### config.mk
export PLATFORM = sky130hd
export DESIGN_NAME = sha1_hash_engine
export DESIGN_NICKNAME = d
export VERILOG_FILES = /design/src/hdl/sha1_pkg.sv /design/src/hdl/sha1_sched.sv /design/src/hdl/sha1_round.sv /design/src/hdl/sha1_hash_engine.sv
export SDC_FILE = /design/constraint.sdc
export NUM_CORES = 2
export LEC_CHECK = 0
export BUFFER_PORTS_ARGS = -buffer_cell sky130_fd_sc_hd__buf_4
export CAP_MARGIN = 20
export CORE_MARGIN = 1
export CORE_UTILIZATION = 50
export CTS_CLUSTER_SIZE = 16
export DETAILED_ROUTE_END_ITERATION = 16
export PLACE_DENSITY = 0.63
export SYNTH_ARGS = -nofsm -noshare
export SYNTH_HDL_FRONTEND = slang
export SYNTH_SLANG_ARGS = --single-unit
export TNS_END_PERCENT = 5
### constraint.sdc
create_clock -name clk -period 18.1 [get_ports clk]
set_clock_uncertainty 0.2 [all_clocks]
set_input_delay 1.81 -clock clk [delete_from_list [all_inputs] [get_ports clk]]
set_output_delay 1.81 -clock clk [all_outputs]
set_load 0.01 [all_outputs]
### src/hdl/sha1_pkg.sv
// ----------------------------------------------------------------------------
// sha1_pkg: shared types and constants of the SHA-1 hash engine
// Request and result structs, round constants, initial chaining values.
// ----------------------------------------------------------------------------
`default_nettype none

package sha1_pkg;

	// One input request: a message byte and/or the end-of-message mark
	typedef struct packed {
		logic [7:0] data_byte;
		logic       has_byte;
		logic       end_of_message;
	} in_item_t;

	// One result: a digest word with its position
	typedef struct packed {
		logic [31:0] digest_word;
		logic [2:0]  word_index;
		logic        last_word;
	} out_item_t;

	// Round variables a..e
	typedef struct packed {
		logic [31:0] a;
		logic [31:0] b;
		logic [31:0] c;
		logic [31:0] d;
		logic [31:0] e;
	} work_t;

	// Control of the message schedule window
	typedef struct packed {
		logic       byte_en;
		logic [7:0] byte_val;
		logic       word_en;
		logic       expand;
	} sched_ctrl_t;

	localparam int unsigned ROUND_W    = 7;

	localparam logic [ROUND_W-1:0] ROUND_EXPAND = 7'd16;
	localparam logic [ROUND_W-1:0] ROUND_K1     = 7'd20;
	localparam logic [ROUND_W-1:0] ROUND_K2     = 7'd40;
	localparam logic [ROUND_W-1:0] ROUND_K3     = 7'd60;
	localparam logic [ROUND_W-1:0] ROUND_LAST   = 7'd79;

	localparam logic [31:0] K0 = 32'h5A827999;
	localparam logic [31:0] K1 = 32'h6ED9EBA1;
	localparam logic [31:0] K2 = 32'h8F1BBCDC;
	localparam logic [31:0] K3 = 32'hCA62C1D6;

	localparam logic [0:4][31:0] INIT_CHAIN = {
		32'h67452301, 32'hEFCDAB89, 32'h98BADCFE, 32'h10325476, 32'hC3D2E1F0
	};

	localparam logic [7:0] PAD_MARK_BYTE = 8'h80;
	localparam logic [7:0] PAD_ZERO_BYTE = 8'h00;
	localparam logic [5:0] LEN_POS       = 6'd56;
	localparam logic [5:0] LAST_POS      = 6'd63;
	localparam logic [2:0] LAST_INDEX    = 3'd4;
	localparam logic [2:0] DONE_INDEX    = 3'd5;

endpackage

`default_nettype wire

### src/hdl/sha1_sched.sv
// ----------------------------------------------------------------------------
// sha1_sched: message block buffer and schedule window
// A 512-bit shift line: bytes shift in while a block fills; in the rounds it
// shifts one word per round, appending w_word (expanded from round 16 on).
// ----------------------------------------------------------------------------
`default_nettype none

module sha1_sched
	import sha1_pkg::*;
(
	input  wire logic        clk,
	input  wire sched_ctrl_t ctrl,
	output logic [31:0]      w_word
);

	logic [511:0] win_q;
	logic [31:0]  x_word;

	// oldest word sits at the top; word k holds W[t-1-k]
	assign x_word = win_q[32*2 +: 32] ^ win_q[32*7 +: 32]
		^ win_q[32*13 +: 32] ^ win_q[32*15 +: 32];
	assign w_word = ctrl.expand ? {x_word[30:0], x_word[31]} : win_q[32*15 +: 32];

	always_ff @(posedge clk) begin
		if (ctrl.byte_en) begin
			win_q <= {win_q[503:0], ctrl.byte_val};
		end else if (ctrl.word_en) begin
			win_q <= {win_q[479:0], w_word};
		end
	end

endmodule

`default_nettype wire

### src/hdl/sha1_round.sv
// ----------------------------------------------------------------------------
// sha1_round: one SHA-1 compression round
// Selects f and K by round number and forms the next a..e.
// ----------------------------------------------------------------------------
`default_nettype none

module sha1_round
	import sha1_pkg::*;
(
	input  wire work_t              cur,
	input  wire logic [ROUND_W-1:0] rnd,
	input  wire logic [31:0]        w_word,
	output work_t                   nxt
);

	logic [31:0] f_val;
	logic [31:0] k_val;
	logic [31:0] t_val;

	always_comb begin
		if (rnd < ROUND_K1) begin
			f_val = (cur.b & cur.c) | (~cur.b & cur.d);
			k_val = K0;
		end else if (rnd < ROUND_K2) begin
			f_val = cur.b ^ cur.c ^ cur.d;
			k_val = K1;
		end else if (rnd < ROUND_K3) begin
			f_val = (cur.b & cur.c) | (cur.b & cur.d) | (cur.c & cur.d);
			k_val = K2;
		end else begin
			f_val = cur.b ^ cur.c ^ cur.d;
			k_val = K3;
		end
	end

	assign t_val = {cur.a[26:0], cur.a[31:27]} + f_val + cur.e + k_val + w_word;

	assign nxt.a = t_val;
	assign nxt.b = cur.a;
	assign nxt.c = {cur.b[1:0], cur.b[31:2]};
	assign nxt.d = cur.c;
	assign nxt.e = cur.d;

endmodule

`default_nettype wire

### src/hdl/sha1_hash_engine.sv
// ----------------------------------------------------------------------------
// sha1_hash_engine: streaming SHA-1 over a byte-wide message
// Byte requests fill a 64-byte block; each block is compressed by one shared
// round unit under a small sequencer.
// ----------------------------------------------------------------------------
// Usage:
//   data channel: one request per byte (has_byte), end_of_message closes the
//   message; a request with neither is taken and ignored. data_stall is high
//   whenever the engine is busy, so requests are taken one at a time.
//   digest channel: after the end request, five words leave in order,
//   index 0 first, last_word set on index 4.
// Flow:
//   a byte that neither completes a block nor ends the message leaves the
//   engine idle for the next request; the 64th byte of a block holds the
//   input through the 80 rounds (one per cycle in the round unit) and the
//   chaining add. The end request pads one byte per cycle, pausing once in
//   ST_ZERO at the length position, compresses one or two blocks and then
//   presents the digest words, one per cycle while digest_stall is low.
//   No byte is taken while a block is compressed.
// Reset: chaining words return to the initial values and the byte count
//   to zero; the same happens after each digest is delivered.
// Stall: a stalled digest word holds; the engine waits until all five go.
// ----------------------------------------------------------------------------
`default_nettype none

module sha1_hash_engine
	import sha1_pkg::*;
(
	input  wire logic      clk,
	input  wire logic      arst_n,
	input  wire logic      data_valid,
	output logic           data_stall,
	input  wire in_item_t  data,
	output logic           digest_valid,
	input  wire logic      digest_stall,
	output out_item_t      digest
);

	typedef enum logic [2:0] {
		ST_IDLE,
		ST_ROUND,
		ST_ADD,
		ST_MARK,
		ST_ZERO,
		ST_LEN,
		ST_OUT
	} state_t;

	state_t               state_q;
	logic [ROUND_W-1:0]   rnd_q;
	logic [5:0]           pos_q;
	logic [60:0]          count_q;
	logic [63:0]          len_q;
	logic                 eom_q;
	logic                 pad_q;
	logic                 final_q;
	logic [0:4][31:0]     chain_q;
	work_t                work_q;
	out_item_t            out_q;
	logic                 out_valid_q;
	logic [2:0]           idx_q;

	logic                 accept;
	sched_ctrl_t          sched_ctrl;
	logic [31:0]          w_word;
	work_t                round_nxt;
	logic [0:4][31:0]     sum;

	assign data_stall   = (state_q != ST_IDLE);
	assign accept       = data_valid & ~data_stall;
	assign digest_valid = out_valid_q;
	assign digest       = out_q;

	always_comb begin
		sched_ctrl = '0;
		unique case (state_q)
			ST_IDLE: begin
				sched_ctrl.byte_en  = accept & data.has_byte;
				sched_ctrl.byte_val = data.data_byte;
			end
			ST_ROUND: begin
				sched_ctrl.word_en = 1'b1;
				sched_ctrl.expand  = (rnd_q >= ROUND_EXPAND);
			end
			ST_MARK: begin
				sched_ctrl.byte_en  = 1'b1;
				sched_ctrl.byte_val = PAD_MARK_BYTE;
			end
			ST_ZERO: begin
				sched_ctrl.byte_en  = (pos_q != LEN_POS);
				sched_ctrl.byte_val = PAD_ZERO_BYTE;
			end
			ST_LEN: begin
				sched_ctrl.byte_en  = 1'b1;
				sched_ctrl.byte_val = len_q[63:56];
			end
			default: begin
				sched_ctrl = '0;
			end
		endcase
	end

	sha1_sched u_sched (
		.clk    (clk),
		.ctrl   (sched_ctrl),
		.w_word (w_word)
	);

	sha1_round u_round (
		.cur    (work_q),
		.rnd    (rnd_q),
		.w_word (w_word),
		.nxt    (round_nxt)
	);

	assign sum[0] = chain_q[0] + work_q.a;
	assign sum[1] = chain_q[1] + work_q.b;
	assign sum[2] = chain_q[2] + work_q.c;
	assign sum[3] = chain_q[3] + work_q.d;
	assign sum[4] = chain_q[4] + work_q.e;

	always_ff @(posedge clk or negedge arst_n) begin
		if (!arst_n) begin
			state_q     <= ST_IDLE;
			rnd_q       <= '0;
			pos_q       <= '0;
			count_q     <= '0;
			len_q       <= '0;
			eom_q       <= 1'b0;
			pad_q       <= 1'b0;
			final_q     <= 1'b0;
			chain_q     <= INIT_CHAIN;
			work_q      <= '0;
			out_q       <= '0;
			out_valid_q <= 1'b0;
			idx_q       <= '0;
		end else begin
			unique case (state_q)
				ST_IDLE: begin
					if (accept) begin
						if (data.has_byte) begin
							count_q <= count_q + 61'd1;
							pos_q   <= pos_q + 6'd1;
							if (pos_q == LAST_POS) begin
								state_q <= ST_ROUND;
								work_q  <= chain_q;
								eom_q   <= data.end_of_message;
							end else if (data.end_of_message) begin
								state_q <= ST_MARK;
							end
						end else if (data.end_of_message) begin
							state_q <= ST_MARK;
						end
					end
				end
				ST_ROUND: begin
					work_q <= round_nxt;
					if (rnd_q == ROUND_LAST) begin
						rnd_q   <= '0;
						state_q <= ST_ADD;
					end else begin
						rnd_q <= rnd_q + 7'd1;
					end
				end
				ST_ADD: begin
					chain_q <= sum;
					if (final_q) begin
						out_q       <= '{digest_word: sum[0], word_index: 3'd0, last_word: 1'b0};
						out_valid_q <= 1'b1;
						idx_q       <= 3'd1;
						final_q     <= 1'b0;
						pad_q       <= 1'b0;
						state_q     <= ST_OUT;
					end else if (eom_q) begin
						eom_q   <= 1'b0;
						state_q <= ST_MARK;
					end else if (pad_q) begin
						state_q <= ST_ZERO;
					end else begin
						state_q <= ST_IDLE;
					end
				end
				ST_MARK: begin
					// message length in bits, wraps mod 2^64
					len_q <= {count_q, 3'b000};
					pad_q <= 1'b1;
					pos_q <= pos_q + 6'd1;
					if (pos_q == LAST_POS) begin
						state_q <= ST_ROUND;
						work_q  <= chain_q;
					end else begin
						state_q <= ST_ZERO;
					end
				end
				ST_ZERO: begin
					if (pos_q == LEN_POS) begin
						state_q <= ST_LEN;
					end else begin
						pos_q <= pos_q + 6'd1;
						if (pos_q == LAST_POS) begin
							state_q <= ST_ROUND;
							work_q  <= chain_q;
						end
					end
				end
				ST_LEN: begin
					len_q <= {len_q[55:0], 8'h00};
					pos_q <= pos_q + 6'd1;
					if (pos_q == LAST_POS) begin
						final_q <= 1'b1;
						state_q <= ST_ROUND;
						work_q  <= chain_q;
					end
				end
				ST_OUT: begin
					if (!digest_stall) begin
						if (idx_q == DONE_INDEX) begin
							out_valid_q <= 1'b0;
							chain_q     <= INIT_CHAIN;
							count_q     <= '0;
							state_q     <= ST_IDLE;
						end else begin
							out_q <= '{digest_word: chain_q[idx_q],
								word_index: idx_q,
								last_word: (idx_q == LAST_INDEX)};
							idx_q <= idx_q + 3'd1;
						end
					end
				end
				default: begin
					state_q <= ST_IDLE;
				end
			endcase
		end
	end

endmodule

`default_nettype wire

==> reports/metrics.yaml <==
final.setup.worst_slack_ns: 11.11
first_iter_violations: 4367
synth_top_area_share_pct: 26.5
final_util_pct: 55.4
synthCells: 6153
place_congestion: 0.967
area.growth.synth_to_final_pct: 9.38
power_w: 0.00477
die_area_sq_mm: 0.118
finalHoldViolCount: 0
cts_tree: "built"
die_w_um: 343
std_cell_rows: 124
ys_ff_latch: 1013
async_reset_ff_share_pct: 49.5
fin_tns_setup_ns: 0
cts_max_level: 3
yosys-top-cells-count: "nand2_1, edfxtp_1, dfrtp_1"
path_clk_slew_ns: 0.06
portBuffers: 51
grt-ovfl-total: 0
vias: 44692
worstPathArrival_ns: 7.34
end_kind: "flop"
fin_crit_sh_pct: 38.6
relSlewSlack_pct: 16.1
die_h_um: 343
dp_hpwl_um: 114000
yosys_warnings: 0
clock_sinks: 1013
critPathMaxFanout: 24
max-vdd-ir-drop_v: 0.0000817
grt_pass1_vias: 42603
cp.required_ns: 18.45
drc: 0
clk_latency_ns: 0.71
n_antenna_cell: 0
synth_top_area_cell: "edfxtp_1"
post-cts-setup-buffers: 0
hold_class: "reg -> reg"
grt_max_degree: 240
seq_area_frac_synth_pct: 48.2
outcome: "completed"
numCtsBuffers: 113
core_region_area_sq_mm: 0.115
max_clock_freq_mhz: 143
synth_most_common_cell: "nand2_1"
rsz0062_at_grt: "no"
firstDrtPassIters: 5
viasPerCell: 5.82
drive_above_1_share_pct: 7.38
wl_um: 164000
grt_pass1_wl_um: 255000
synth_edf_count: 512
ant_nets: 0
pin_count: 52
grt_usage_pct: 27.9
synthTopCellsByArea: "edfxtp_1, dfrtp_1, nand2_1, ha_1, fa_1"
max-cap-violations: 0
p_leak_nw: 28.9
syn_avg_cell_area_sq_um: 9.44
syn_area_sq_mm: 0.0581
antenna_found_initial: 3
worst_pin_slew_ns: 1.26
setup_viol: 0
hold_buffers: 0
critPathKind: "reg -> reg"
pre_cts_slack_ns: 11.12
yosysUniqueCellTypes: 91
reg2reg_slack_ns: 11.11
cts_resized: 0
wl_per_cell_um: 21.4
start_kind: "flop"
power_density_mw_per_mm2: 75.1
slew_viol_final: 0
cts.path.max_buffers: 3
cts-root-buf: "clkbuf_16"
synth_flop_cell: "edfxtp_1"
finalCriticalPeriod_ns: 6.99
initial_utilization_pct: 50.6
syn_nets: 6493
nNetsFinal: 6411
-- through the flow --
step / std cells / hold slack (ns) / instance area (sq um)
2_1_floorplan: 6153 / 0.235 / 58100
3_3_place_gp: 7464 / 0.256 / 59800
3_5_place_dp: 7464 / 0.257 / 59800
4_1_cts: 7677 / 0.271 / 63500
5_1_grt: 7681 / 0.298 / 63600
6_report: 7681 / 0.273 / 63600
-- worst max-delay path, cell delays in order, from the launching register on --
cell and delay (ns):
dfrtp_1 0.49, a41oi_1 0.59, nand2_1 0.14, inv_1 0.78, nor2_2 0.09, inv_1 0.61
o221ai_1 0.29, fa_1 0.54, inv_1 0.06, fa_1 0.47, ha_1 0.39, nand3_1 0.14
nor2_1 0.07, a221o_1 0.36, a221oi_2 0.28, o22ai_1 0.20, a221o_1 0.43, a221o_1 0.32
a21oi_1 0.18, xnor2_1 0.14, a21oi_1 0.08
-- where the power goes --
group / internal [W] / leakage (nW) / switching [W]
combinational: 0.00000315 / 14.8 / 0.0000246
clock: 0.00136 / 1.84 / 0.000982
sequential: 0.00241 / 12.3 / 0.000000101
-- registers in the layout, summed over array words and instances, names as in the netlist --
signal and count:
chain_q 160, count_q 61, digest 36, digest_valid 1, eom_q 1, final_q 1
idx_q 3, len_q 61, pad_q 1, pos_q 6, rnd_q 7, state_q 3
u_sched.win_q 512, work_q 160
-- per-layer routing --
| layer | GRT usage [%] | up-vias | share of wire [%] | routed length, um |
|---|---|---|---|---|
| li1 | - | 20994 | - | - |
| met1 | 41.6 | 21981 | 46 | 75500 |
| met2 | 41.7 | 1437 | 44 | 72400 |
| met3 | 4.73 | 280 | 7.0 | 11600 |
| met4 | 8.31 | 0 | 3.0 | 4970 |
| met5 | 0 | - | 0 | 0 |
-- kinds of logic (layout without fill, tap and decap cells) --
logic type | count (synthesis) | after routing | synth area share, %
flops | 1013 | 1013 | 48.2
xor+xnor | 315 | 315 | 4.75
simple gates | 2566 | 2566 | 17.9
fa+ha+maj | 326 | 326 | 8.53
buf+inv | 494 | 510 | 3.23
mux | 259 | 259 | 4.86
compound gates | 1180 | 1180 | 12.5
-- path summary, 6_finish.rpt --
check / startpoint / to / depth (start not counted)
max: rnd_q[4] / work_q[159] / 20
min: pos_q[5] / pos_q[5] / 1
max reg2reg: rnd_q[4] / work_q[159] / 20
min reg2reg: pos_q[5] / pos_q[5] / 1
max in group asynchronous: arst_n / final_q / 4
min in group asynchronous: arst_n / digest[15] / 1
-- cell type report --
type                            count  area, sq um
Clock buffer                      155         3230
Tap cell                         1512         1890
Multi-Input combinational cell   4646        28300
Timing Repair Buffer              112          898
Sequential cell                  1013        28000
Inverter                          185          694
Clock inverter                     58          514
Fill cell                       10236        51300
-- cells in the final DEF (no fill, tap or decap), types with 120 or more instances in the layout --
master / instances
nand2_1: 1895
edfxtp_1: 512
dfrtp_1: 420
o21ai_0: 387
nor2_1: 358
a21oi_1: 314
mux2i_1: 217
ha_1: 209
xnor2_1: 195
inv_1: 184
xor2_1: 120
Note: power is estimated with default switching activity, not from simulation.
